$ cat src/hdl/flep_pkg.sv
package flep_pkg;

  typedef enum logic [1:0] {
    LS_DISCONNECTED = 2'd0,
    LS_DISCOVERY    = 2'd1,
    LS_TRANSMITTING = 2'd2,
    LS_SUSPECT      = 2'd3
  } link_state_t;

  typedef enum logic [2:0] {
    FLT_CLEAR        = 3'd0,
    FLT_BAD_PATH     = 3'd1,
    FLT_BAD_MASK     = 3'd2,
    FLT_BAD_CHECKSUM = 3'd3,
    FLT_LOST_HOST    = 3'd4
  } fault_t;

  localparam logic [7:0] HEADER_BASE = 8'hF0;
  localparam logic [7:0] TRAILER     = 8'hBF;
  localparam logic [1:0] MISS_LIMIT  = 2'd3;

  typedef struct packed {
    logic hs_ok;
    logic path_ok;
    logic mask_ok;
    logic sum_ok;
  } rx_check_t;

  function automatic logic [7:0] byte_of(input logic [63:0] frame, input logic [2:0] idx);
    byte_of = frame[8*(7-idx) +: 8];
  endfunction

endpackage

$ cat src/hdl/flep_in_if.sv
interface flep_in_if;
  logic               valid;
  logic               ready;
  logic signed [31:0] tx_data;
  logic        [63:0] rx_frame;

  modport source (output valid, output tx_data, output rx_frame, input ready);
  modport sink   (input valid, input tx_data, input rx_frame, output ready);
endinterface

$ cat src/hdl/flep_out_if.sv
interface flep_out_if;
  logic               valid;
  logic               ready;
  logic        [63:0] tx_frame;
  logic               tx_sent;
  logic signed [31:0] return_value;
  logic        [1:0]  link_status;
  logic        [2:0]  fault_code;
  logic        [2:0]  path_number;

  modport source (output valid, output tx_frame, output tx_sent, output return_value,
                  output link_status, output fault_code, output path_number, input ready);
  modport sink   (input valid, input tx_frame, input tx_sent, input return_value,
                  input link_status, input fault_code, input path_number, output ready);
endinterface

$ cat src/hdl/flep_frame_unit.sv
module flep_frame_unit import flep_pkg::*; (
  input  logic [2:0]  path,
  input  logic [7:0]  mask,
  input  logic [31:0] word,
  input  logic [63:0] rx_frame,
  output logic [63:0] tx_frame,
  output rx_check_t   chk
);

  logic [7:0] tx_sum;
  logic [7:0] rx_sum;
  logic [7:0] header;

  assign header = HEADER_BASE | {5'd0, path};
  assign tx_sum = header + mask + word[31:24] + word[23:16] + word[15:8] + word[7:0];
  assign tx_frame = {header, mask, word, tx_sum, TRAILER};

  assign rx_sum = byte_of(rx_frame, 3'd1) + byte_of(rx_frame, 3'd2) + byte_of(rx_frame, 3'd3)
                + byte_of(rx_frame, 3'd4) + byte_of(rx_frame, 3'd5) + byte_of(rx_frame, 3'd6);

  assign chk.sum_ok  = (rx_sum == byte_of(rx_frame, 3'd7));
  assign chk.hs_ok   = (byte_of(rx_frame, 3'd0) == TRAILER) && chk.sum_ok;
  assign chk.path_ok = (rx_frame[50:48] == path);
  assign chk.mask_ok = (byte_of(rx_frame, 3'd2) == mask);

endmodule

$ cat src/hdl/framed_link_endpoint.sv
// Each input beat is registered in the input stage; its result is computed from that stage and
// registered in the output stage, which offers it until it is taken.
// Throughput: one beat per cycle. While a result waits, the input register can still take
// one further beat, and the input then stalls until the waiting result is taken.
// Reset is synchronous and active low: the link goes to disconnected, the fault to lost
// host, the path, miss count and mask to zero, and both stages are emptied.
module framed_link_endpoint import flep_pkg::*; (
  input  logic        clk,
  input  logic        rst_n,
  input  logic        cfg_we,
  input  logic [7:0]  cfg_wdata,
  flep_in_if.sink     in_chan,
  flep_out_if.source  out_chan
);

  logic [7:0]  module_mask_r;
  logic        s1_valid_r;
  logic [31:0] s1_tx_data_r;
  logic [63:0] s1_rx_frame_r;
  logic        out_valid_r;
  logic        advance;

  link_state_t state_r, state_nxt;
  fault_t      fault_r, fault_nxt;
  logic        pws_r, pws_nxt;
  logic [1:0]  miss_r, miss_nxt;
  logic [2:0]  path_r, path_nxt;

  logic [31:0] word;
  logic [63:0] built_frame;
  rx_check_t   chk;
  logic        sent;
  logic [31:0] ret;

  logic [63:0] tx_frame_r;
  logic        tx_sent_r;
  logic [31:0] ret_r;

  assign advance = s1_valid_r && (!out_valid_r || out_chan.ready);
  assign in_chan.ready = !s1_valid_r || advance;

  always_ff @(posedge clk) begin
    if (!rst_n) begin
      module_mask_r <= 8'd0;
    end else if (cfg_we) begin
      module_mask_r <= cfg_wdata;
    end
  end

  always_ff @(posedge clk) begin
    if (!rst_n) begin
      s1_valid_r <= 1'b0;
    end else if (in_chan.ready) begin
      s1_valid_r <= in_chan.valid;
    end
  end

  always_ff @(posedge clk) begin
    if (in_chan.ready && in_chan.valid) begin
      s1_tx_data_r  <= in_chan.tx_data;
      s1_rx_frame_r <= in_chan.rx_frame;
    end
  end

  assign word = (state_r == LS_TRANSMITTING) ? s1_tx_data_r : 32'd0;

  flep_frame_unit u_frame (
    .path     (path_r),
    .mask     (module_mask_r),
    .word     (word),
    .rx_frame (s1_rx_frame_r),
    .tx_frame (built_frame),
    .chk      (chk)
  );

  always_comb begin
    state_nxt = state_r;
    fault_nxt = fault_r;
    pws_nxt   = pws_r;
    miss_nxt  = miss_r;
    path_nxt  = path_r;
    sent      = 1'b0;
    ret       = 32'd0;
    case (state_r)
      LS_DISCOVERY: begin
        sent = 1'b1;
        if (chk.hs_ok) begin
          path_nxt  = s1_rx_frame_r[50:48];
          state_nxt = LS_TRANSMITTING;
        end else begin
          state_nxt = LS_DISCONNECTED;
          pws_nxt   = 1'b0;
        end
      end
      LS_TRANSMITTING: begin
        sent = 1'b1;
        if (chk.path_ok && chk.mask_ok && chk.sum_ok) begin
          fault_nxt = FLT_CLEAR;
          pws_nxt   = 1'b0;
          miss_nxt  = 2'd0;
          ret       = s1_rx_frame_r[39:8];
        end else begin
          state_nxt = LS_SUSPECT;
          pws_nxt   = 1'b1;
          if (!chk.path_ok) begin
            fault_nxt = FLT_BAD_PATH;
          end else if (!chk.sum_ok) begin
            fault_nxt = FLT_BAD_CHECKSUM;
          end else begin
            fault_nxt = FLT_BAD_MASK;
          end
        end
      end
      LS_SUSPECT: begin
        if (pws_r && (miss_r == MISS_LIMIT)) begin
          state_nxt = LS_DISCONNECTED;
          fault_nxt = FLT_LOST_HOST;
        end else begin
          if (miss_r != MISS_LIMIT) begin
            miss_nxt = miss_r + 2'd1;
          end
          state_nxt = LS_TRANSMITTING;
        end
      end
      default: begin
        state_nxt = LS_DISCOVERY;
      end
    endcase
  end

  always_ff @(posedge clk) begin
    if (!rst_n) begin
      state_r     <= LS_DISCONNECTED;
      fault_r     <= FLT_LOST_HOST;
      pws_r       <= 1'b0;
      miss_r      <= 2'd0;
      path_r      <= 3'd0;
      out_valid_r <= 1'b0;
    end else begin
      if (advance) begin
        state_r <= state_nxt;
        fault_r <= fault_nxt;
        pws_r   <= pws_nxt;
        miss_r  <= miss_nxt;
        path_r  <= path_nxt;
      end
      if (advance) begin
        out_valid_r <= 1'b1;
      end else if (out_chan.ready) begin
        out_valid_r <= 1'b0;
      end
    end
  end

  always_ff @(posedge clk) begin
    if (advance) begin
      tx_frame_r <= sent ? built_frame : 64'd0;
      tx_sent_r  <= sent;
      ret_r      <= ret;
    end
  end

  assign out_chan.valid        = out_valid_r;
  assign out_chan.tx_frame     = tx_frame_r;
  assign out_chan.tx_sent      = tx_sent_r;
  assign out_chan.return_value = ret_r;
  assign out_chan.link_status  = state_r;
  assign out_chan.fault_code   = fault_r;
  assign out_chan.path_number  = path_r;

endmodule

$ cat src/flat_wrapper.sv
// flat-port wrapper written by rule: the top's interface ports become plain ports
module framed_link_endpoint_flat import flep_pkg::*;
  (clk, rst_n, cfg_we, cfg_wdata, in_chan_valid, in_chan_tx_data, in_chan_rx_frame, in_chan_ready, out_chan_valid, out_chan_tx_frame, out_chan_tx_sent, out_chan_return_value, out_chan_link_status, out_chan_fault_code, out_chan_path_number, out_chan_ready);
  flep_in_if in_chan_i ();
  flep_out_if out_chan_i ();
  input  logic clk;
  input  logic rst_n;
  input  logic cfg_we;
  input  logic [7:0] cfg_wdata;
  input wire logic [$bits(in_chan_i.valid)-1:0] in_chan_valid;
  input wire logic [$bits(in_chan_i.tx_data)-1:0] in_chan_tx_data;
  input wire logic [$bits(in_chan_i.rx_frame)-1:0] in_chan_rx_frame;
  output wire logic [$bits(in_chan_i.ready)-1:0] in_chan_ready;
  output wire logic [$bits(out_chan_i.valid)-1:0] out_chan_valid;
  output wire logic [$bits(out_chan_i.tx_frame)-1:0] out_chan_tx_frame;
  output wire logic [$bits(out_chan_i.tx_sent)-1:0] out_chan_tx_sent;
  output wire logic [$bits(out_chan_i.return_value)-1:0] out_chan_return_value;
  output wire logic [$bits(out_chan_i.link_status)-1:0] out_chan_link_status;
  output wire logic [$bits(out_chan_i.fault_code)-1:0] out_chan_fault_code;
  output wire logic [$bits(out_chan_i.path_number)-1:0] out_chan_path_number;
  input wire logic [$bits(out_chan_i.ready)-1:0] out_chan_ready;
  assign in_chan_i.valid = in_chan_valid;
  assign in_chan_i.tx_data = in_chan_tx_data;
  assign in_chan_i.rx_frame = in_chan_rx_frame;
  assign in_chan_ready = in_chan_i.ready;
  assign out_chan_valid = out_chan_i.valid;
  assign out_chan_tx_frame = out_chan_i.tx_frame;
  assign out_chan_tx_sent = out_chan_i.tx_sent;
  assign out_chan_return_value = out_chan_i.return_value;
  assign out_chan_link_status = out_chan_i.link_status;
  assign out_chan_fault_code = out_chan_i.fault_code;
  assign out_chan_path_number = out_chan_i.path_number;
  assign out_chan_i.ready = out_chan_ready;
  framed_link_endpoint u_core (.clk(clk), .rst_n(rst_n), .cfg_we(cfg_we), .cfg_wdata(cfg_wdata), .in_chan(in_chan_i), .out_chan(out_chan_i));
endmodule
$ cat config.mk
export PLATFORM = sky130hd
export DESIGN_NAME = framed_link_endpoint_flat
export DESIGN_NICKNAME = d
export VERILOG_FILES = /design/src/hdl/flep_pkg.sv /design/src/hdl/flep_in_if.sv /design/src/hdl/flep_out_if.sv /design/src/hdl/flep_frame_unit.sv /design/src/hdl/framed_link_endpoint.sv /design/src/flat_wrapper.sv
export SDC_FILE = /design/constraint.sdc
export NUM_CORES = 1
export LEC_CHECK = 0
export BUFFER_PORTS_ARGS = -buffer_cell sky130_fd_sc_hd__buf_2
export CORE_MARGIN = 1
export CORE_UTILIZATION = 35
export CTS_CLUSTER_DIAMETER = 40
export DETAILED_ROUTE_END_ITERATION = 10
export GPL_TIMING_DRIVEN = 0
export PLACE_DENSITY = 0.61
export SLEW_MARGIN = 30
export SYNTH_ARGS = -nofsm -noshare
export SYNTH_HDL_FRONTEND = slang
export SYNTH_SLANG_ARGS = --single-unit
$ cat constraint.sdc
create_clock -name clk -period 4.3 [get_ports clk]
set_input_delay 0.215 -clock clk [delete_from_list [all_inputs] [get_ports clk]]
set_output_delay 0.215 -clock clk [all_outputs]
set_load 0.02 [all_outputs]
# Word-level counts from Yosys, hierarchy flattened
# Index checks and enable logic that the tools add are counted.
# op_classes
eq_ne,15
reduce_logical,20
shift,0
n_mul,0
n_mux,21
order_cmp,0
div,0
bitwise_logic,0
addsub,11
# op_table
operator,count
$add A8 B8 Y8,10
$mux W64,1
$mux W32,1
$eq A8 B8 Y1,2
$mux W2,6
$ne A2 B2 Y1 const B,5
$mux W3,3
$reduce_and A3 Y1,3
$eq A8 B8 Y1 const B,1
$eq A2 B2 Y1 const B,3
$logic_and A1 B1 Y1,6
$mux W1,6
$pmux W2 S3,1
$pmux W3 S2,1
$reduce_bool A2 Y1,3
$reduce_and A5 Y1,1
$ne A2 B1 Y1 const B,2
$pmux W2 S2,1
$reduce_and A2 Y1,2
$eq A3 B3 Y1,1
$add A2 B1 Y2 const B,1
$eq A2 B1 Y1 const B,1
$logic_not A1 Y1,2
$logic_or A1 B1 Y1,2
other kinds (2),2
# word_totals
mem_count,0
ramBits,0
mem_bits_ro,0
latch_bits,0
regBits,214
word_cells,81
out_inout_bits,107

# Longest topological paths before layout
# depth
ltp_word,10
mapped_depth,19

# By module
# A second synthesis with hierarchy kept.
# hier_totals
cells_unflattened,698
hier_area_um2,10089.7
# by_module_without_submodules
mod,instances,cells_per_inst,area_per_inst_um2,seq_area_each_um2
framed_link_endpoint,1,434,7653.6,6216.0
flep_frame_unit,1,264,2436.1,0.0

# Least setup slack after synthesis
# Ideal clock, no wire load.
# synth_timing
kind,reg2reg
startpoint,reg u_core.state_r[0] (netlist: u_core.out_chan.link_status[0])
endpoint,reg u_core.tx_frame_r[15] (netlist: u_core.out_chan.tx_frame[15]) (data pin)
t_arrival_ps,4185
stages_incl_launch_ff,19
setup_slack_ps,-139
t_required_ps,4045
path_buffers,3
path_cell_list,dfxtp_1 -> inv_1 -> ha_1 -> clkbuf_1 -> clkbuf_1 -> clkbuf_1 -> and2_1 -> fa_1 -> inv_1 -> fa_1 -> fa_1 -> inv_1 -> ha_1 -> a21o_1 -> a21o_1 -> a21o_1 -> a21oi_1 -> xnor2_1 -> and2_1
# synth_between
elab_chain_len,6
elab_cells_between_ends,9
cone_classes,add/sub: 4; eq/ne: 2; mux: 2; reduce/logical: 1
# synth_lines
element,line_no,source
start: declaration,framed_link_endpoint.sv:23,"link_state_t state_r, state_nxt;"
start signal: assignment,framed_link_endpoint.sv:141,state_r <= state_nxt;
$eq A2 B2 Y1,framed_link_endpoint.sv:65,assign word = (state_r == LS_TRANSMITTING) ? s1_tx_data_r : 32'd0;
$mux W32,framed_link_endpoint.sv:65,
net u_core.built_frame[42],framed_link_endpoint.sv:30,logic [63:0] built_frame;
$add A8 B8 Y8 (4 in series),flep_frame_unit.sv:15,assign tx_sum = header + mask + word[31:24] + word[23:16] + word[15:8] + word[7:0];
end signal: assignment,framed_link_endpoint.sv:157,tx_frame_r <= sent ? built_frame : 64'd0;
end: declaration,framed_link_endpoint.sv:35,logic [63:0] tx_frame_r;
# The timed path passes the listed nets, and every way through them passes these cells.
# A chain may end at the register's enable or synchronous reset.

# Final worst setup path
# layout_timing
startpoint,reg u_core.s1_rx_frame_r[42]
endpoint,reg u_core.miss_r[1]
# layout_between
elab_chain_len,9
elab_cells_between_ends,11
cone_classes,add/sub: 5; eq/ne: 3; reduce/logical: 3
# layout_lines
element,line_no,source
start: declaration,framed_link_endpoint.sv:19,logic [63:0] s1_rx_frame_r;
start signal: assignment,framed_link_endpoint.sv:61,s1_rx_frame_r <= in_chan.rx_frame;
$add A8 B8 Y8 (2 in series),flep_frame_unit.sv:18,"assign rx_sum = byte_of(rx_frame, 3'd1) + byte_of(rx_frame, 3'd2) + byte_of(rx_frame, 3'd3)"
$add A8 B8 Y8 (3 in series),flep_frame_unit.sv:19,"+ byte_of(rx_frame, 3'd4) + byte_of(rx_frame, 3'd5) + byte_of(rx_frame, 3'd6);"
$eq A8 B8 Y1,flep_frame_unit.sv:21,"assign chk.sum_ok = (rx_sum == byte_of(rx_frame, 3'd7));"
$logic_and A1 B1 Y1 (*),framed_link_endpoint.sv:97,if (chk.path_ok && chk.mask_ok && chk.sum_ok) begin
$ne A2 B2 Y1 (no line) (*),--,
$reduce_and A5 Y1 (no line) (*),--,
end signal: assignment,framed_link_endpoint.sv:144,miss_r <= miss_nxt;
end: declaration,framed_link_endpoint.sv:26,"logic [1:0] miss_r, miss_nxt;"
# Mark *: on every way between the ends. The rest lies on a longest branch, timed or not.

==> run_results.csv <==
group,metric,value,unit
sta,tightest_slew,0.948,ns
worst_setup_path,rr_startpoint,"u_core.s1_rx_frame_r[42]",
grt,grt_max_degree,58,
cells_and_area,fillers,2271,
sta,rsz0062_at_grt,"true",
sta,hold_viol_final,0,
sta,drv_slew,0,
drt,wl_per_cell,16.3,microns
worst_setup_path,start_kind,"flip-flop",
sta,post-route-period-util,99.7,%
clock_network,cts_root_buffer,"clkbuf_16",
sta,whs,0.0337,ns
floorplanning,die_w,165,microns
placed_design,port_buffers,212,
clock_network,cts_buffers,37,
grt,antenna_found_initial,2,
yosys,synth_edf_count,180,
worst_setup_path,worst_r2r_path_depth,14,
sta,slew_headroom,36.3,%
clock_network,cts_tree,"built",
placed_design,post-dp-hpwl,15.7,mm
power_and_ir_drop,powerDensity,464,nW/um^2
cells_and_area,mostFrequentLayoutCells,"212 x buf_2, 180 x edfxtp_1, 103 x dlygate4sd3_1",
cells_and_area,final_layout_size_suffix_gt1_share,33.9,%
grt,grt_first_pass_wirelength,33.0,mm
cells_and_area,final_nets,1184,
worst_setup_path,cp-startpoint,"u_core.s1_rx_frame_r[42]",
cells_and_area,fin_util,51.7,%
yosys,synthTopCellsByArea,"edfxtp_1 58%, fa_1 11%, and2_1 4.7%",
floorplanning,die-area,27200,sq um
yosys,synth_flop_cell,"edfxtp_1",
clock_network,cts.clk_slew.worst_paths,0.06,ns
placed_design,gp_congestion,0.769,
sta,max_freq,233,MHz
status,outcome,"complete, no violations",
worst_setup_path,reg2reg_slack,0.01,ns
drt,vias_per_cell,4.37,
yosys,yosysUniqueCellTypes,42,
power_and_ir_drop,fin_total_pwr,6240,uW
worst_setup_path,arrival,4.71,ns
yosys,ys_seq_area_share,62.7,%
sta,fin_ws,0.0111,ns
power_and_ir_drop,leakage,0.00579,uW
cells_and_area,area_growth,44.9,%
yosys,yosysWarnings,0,
grt,grt_pass1_vias,6046,
yosys,syn_area_per_cell,14.7,sq um
placed_design,dp_cells,1182,
yosys,async_flop_share,0,%
sta,setup_viol,0,
worst_setup_path,end_kind,"flip-flop",
clock_network,clkSinkCount,201,
clock_network,clockBufferDepth,3,
drt,drt-total-wl,22.3,mm
drt,route.met3.wl,886,microns
yosys,netlist_area,9290,sq um
floorplanning,fp-row-count,59,
floorplanning,core-area,26100,sq um
cells_and_area,fin_cells,1368,
placed_design,pre_cts_slack,-0.440,ns
power_and_ir_drop,ir_drop,0.450,mV
yosys,syn_inst,631,
floorplanning,start_util,35.7,%
worst_setup_path,cp.required,4.72,ns
drt,wl_met2,11.0,mm
worst_setup_path,r2r-end,"u_core.miss_r[1]",
yosys,synth_largest_area_cell,"edfxtp_1",
flow_run,cap_violations,0,
worst_setup_path,crit_type,"flip-flop to flip-flop",
drt,postRouteAntennaNets,0,
sta,final.setup_skew,0.0240,ns
clock_network,ctsHtreeMaxLevel,2,
floorplanning,die_h,165,microns
worst_setup_path,critPathCapture,"u_core.miss_r[1]",
yosys,synth_top_area_share,58.2,%
hold_path,hp-class,"primary input to flip-flop",
drt,wl_met1,9.90,mm
yosys,ys_ff_latch,201,
clock_network,clk_latency,0.51,ns
drt,top_layer_used,"met4",
floorplanning,io_pins,216,
grt,globalRouteTotalUtil,16.4,%
sta,fin_crit,4.29,ns
drt,vias,5973,
drt,drt_iter0_drc,285,
grt,grt_overflow,0,
cells_and_area,layout_commonest_cell,"buf_2",
worst_setup_path,crit_fanout,3,
drt,dr.pass1.iters,4,
drt,drc_errors,0,
critical path, stage by stage, from the launching register on:
cell and delay, ns:
edfxtp_1 0.42, fa_1 0.57, inv_2 0.04, fa_1 0.48, fa_1 0.50, inv_1 0.05
ha_2 0.17, fa_1 0.53, xnor2_1 0.12, nand4_1 0.16, nor4b_4 0.36, and2_4 0.22
nand4_1 0.14, a21oi_2 0.25, mux2i_1 0.19
what timing repair did:
action / 4_1_cts / 5_1_grt
hold buffers: 103 / 0
cloned: 0 / 1
endpoints found under the setup margin: 43 / 40
pin swaps: 14 / 9
resized for setup: 13 / 28
endpoints found under the hold margin: 103 / 0
buffers inserted: 8 / 7
routing by layer:
| metal | vias up | track usage [%] |
|---|---|---|
| met4 | 0 | 5.50 |
| met1 | 2887 | 21.7 |
| met2 | 150 | 27.2 |
| li1 | 2898 | - |
| met5 | - | 0 |
| met3 | 38 | 2.89 |
how the worst min path moves through the flow:
stage / cells after the start / to / slack, ns / start
final: 3 / u_core.module_mask_r[7] / 0.03 / cfg_wdata[7]
after global routing: 3 / u_core.module_mask_r[6] / 0.03 / cfg_wdata[6]
after CTS: 3 / u_core.module_mask_r[7] / 0.01 / cfg_wdata[7]
after detailed placement: 1 / u_core.s1_rx_frame_r[63] / 0.39 / in_chan_rx_frame[63]
after global placement: 1 / u_core.s1_rx_frame_r[60] / 0.39 / in_chan_rx_frame[60]
after floorplan: 0 / u_core.s1_rx_frame_r[0] / 0.31 / in_chan_rx_frame[0]
layout make-up:
type,instances,area (sq um),share of cell area (%)
clock inverter,27,322,2.39
timing repair buffer,334,2310,17.2
clock buffer,40,980,7.28
tap,335,419,3.11
antenna,1,2.50,0.0186
inverter,70,268,1.99
buffer,34,238,1.77
multi-input combinational,326,3090,23.0
sequential,201,5830,43.3
cell families (layout without fill, tap and decap cells):
family          Yosys count  in the layout  share of synthesized area, %
simple gates            175            175                          11.3
other cells               1              3                        0.0404
compound gates           23             23                          1.80
buf+inv                 105            505                          5.06
xor+xnor                 42             42                          4.12
flops                   201            201                          62.7
mux                      13             13                          1.40
fa+ha+maj                71             71                          13.6
cells in the mapped netlist, types with 2 or more instances:
library cell  instances
a21oi_1               7
a21o_1                4
nand3_1               9
nand3b_1              2
fa_1                 50
mux2i_1              13
nor3_1                6
buf_4                16
xnor2_1              30
nand4_1               6
a21oi_2               2
dfxtp_1              21
nand2_1              22
inv_1                69
and3_1               35
and2_1               70
edfxtp_1            180
nor2b_1              17
ha_1                 21
xor2_1               11
buf_6                 2
nor2_1                3
clkbuf_1             16
report_power, final:
part	internal, uW	switching, uW	leakage [uW]
Combinational	466	524	0.00322
Clock	1940	1040	0.000634
Sequential	2230	49.3	0.00193
sequential cells by signal, summed over array words and instances, names as in the netlist, 3 cells and up:
| register | cells |
|---|---|
| u_core.s1_rx_frame_r | 64 |
| u_core.out_chan.tx_frame | 52 |
| u_core.out_chan.return_value | 32 |
| u_core.s1_tx_data_r | 32 |
| u_core.module_mask_r | 8 |
| u_core.out_chan.fault_code | 3 |
| u_core.out_chan.path_number | 3 |
through the flow:
step	cell area (sq um)	TNS (ns)
floorplan	9300	0
global placement	10800	-29.65
detailed placement	10900	-9.55
CTS	13300	0
global route	13500	-5.18
finish	13500	0
Note: power is estimated with default switching activity, not from simulation.
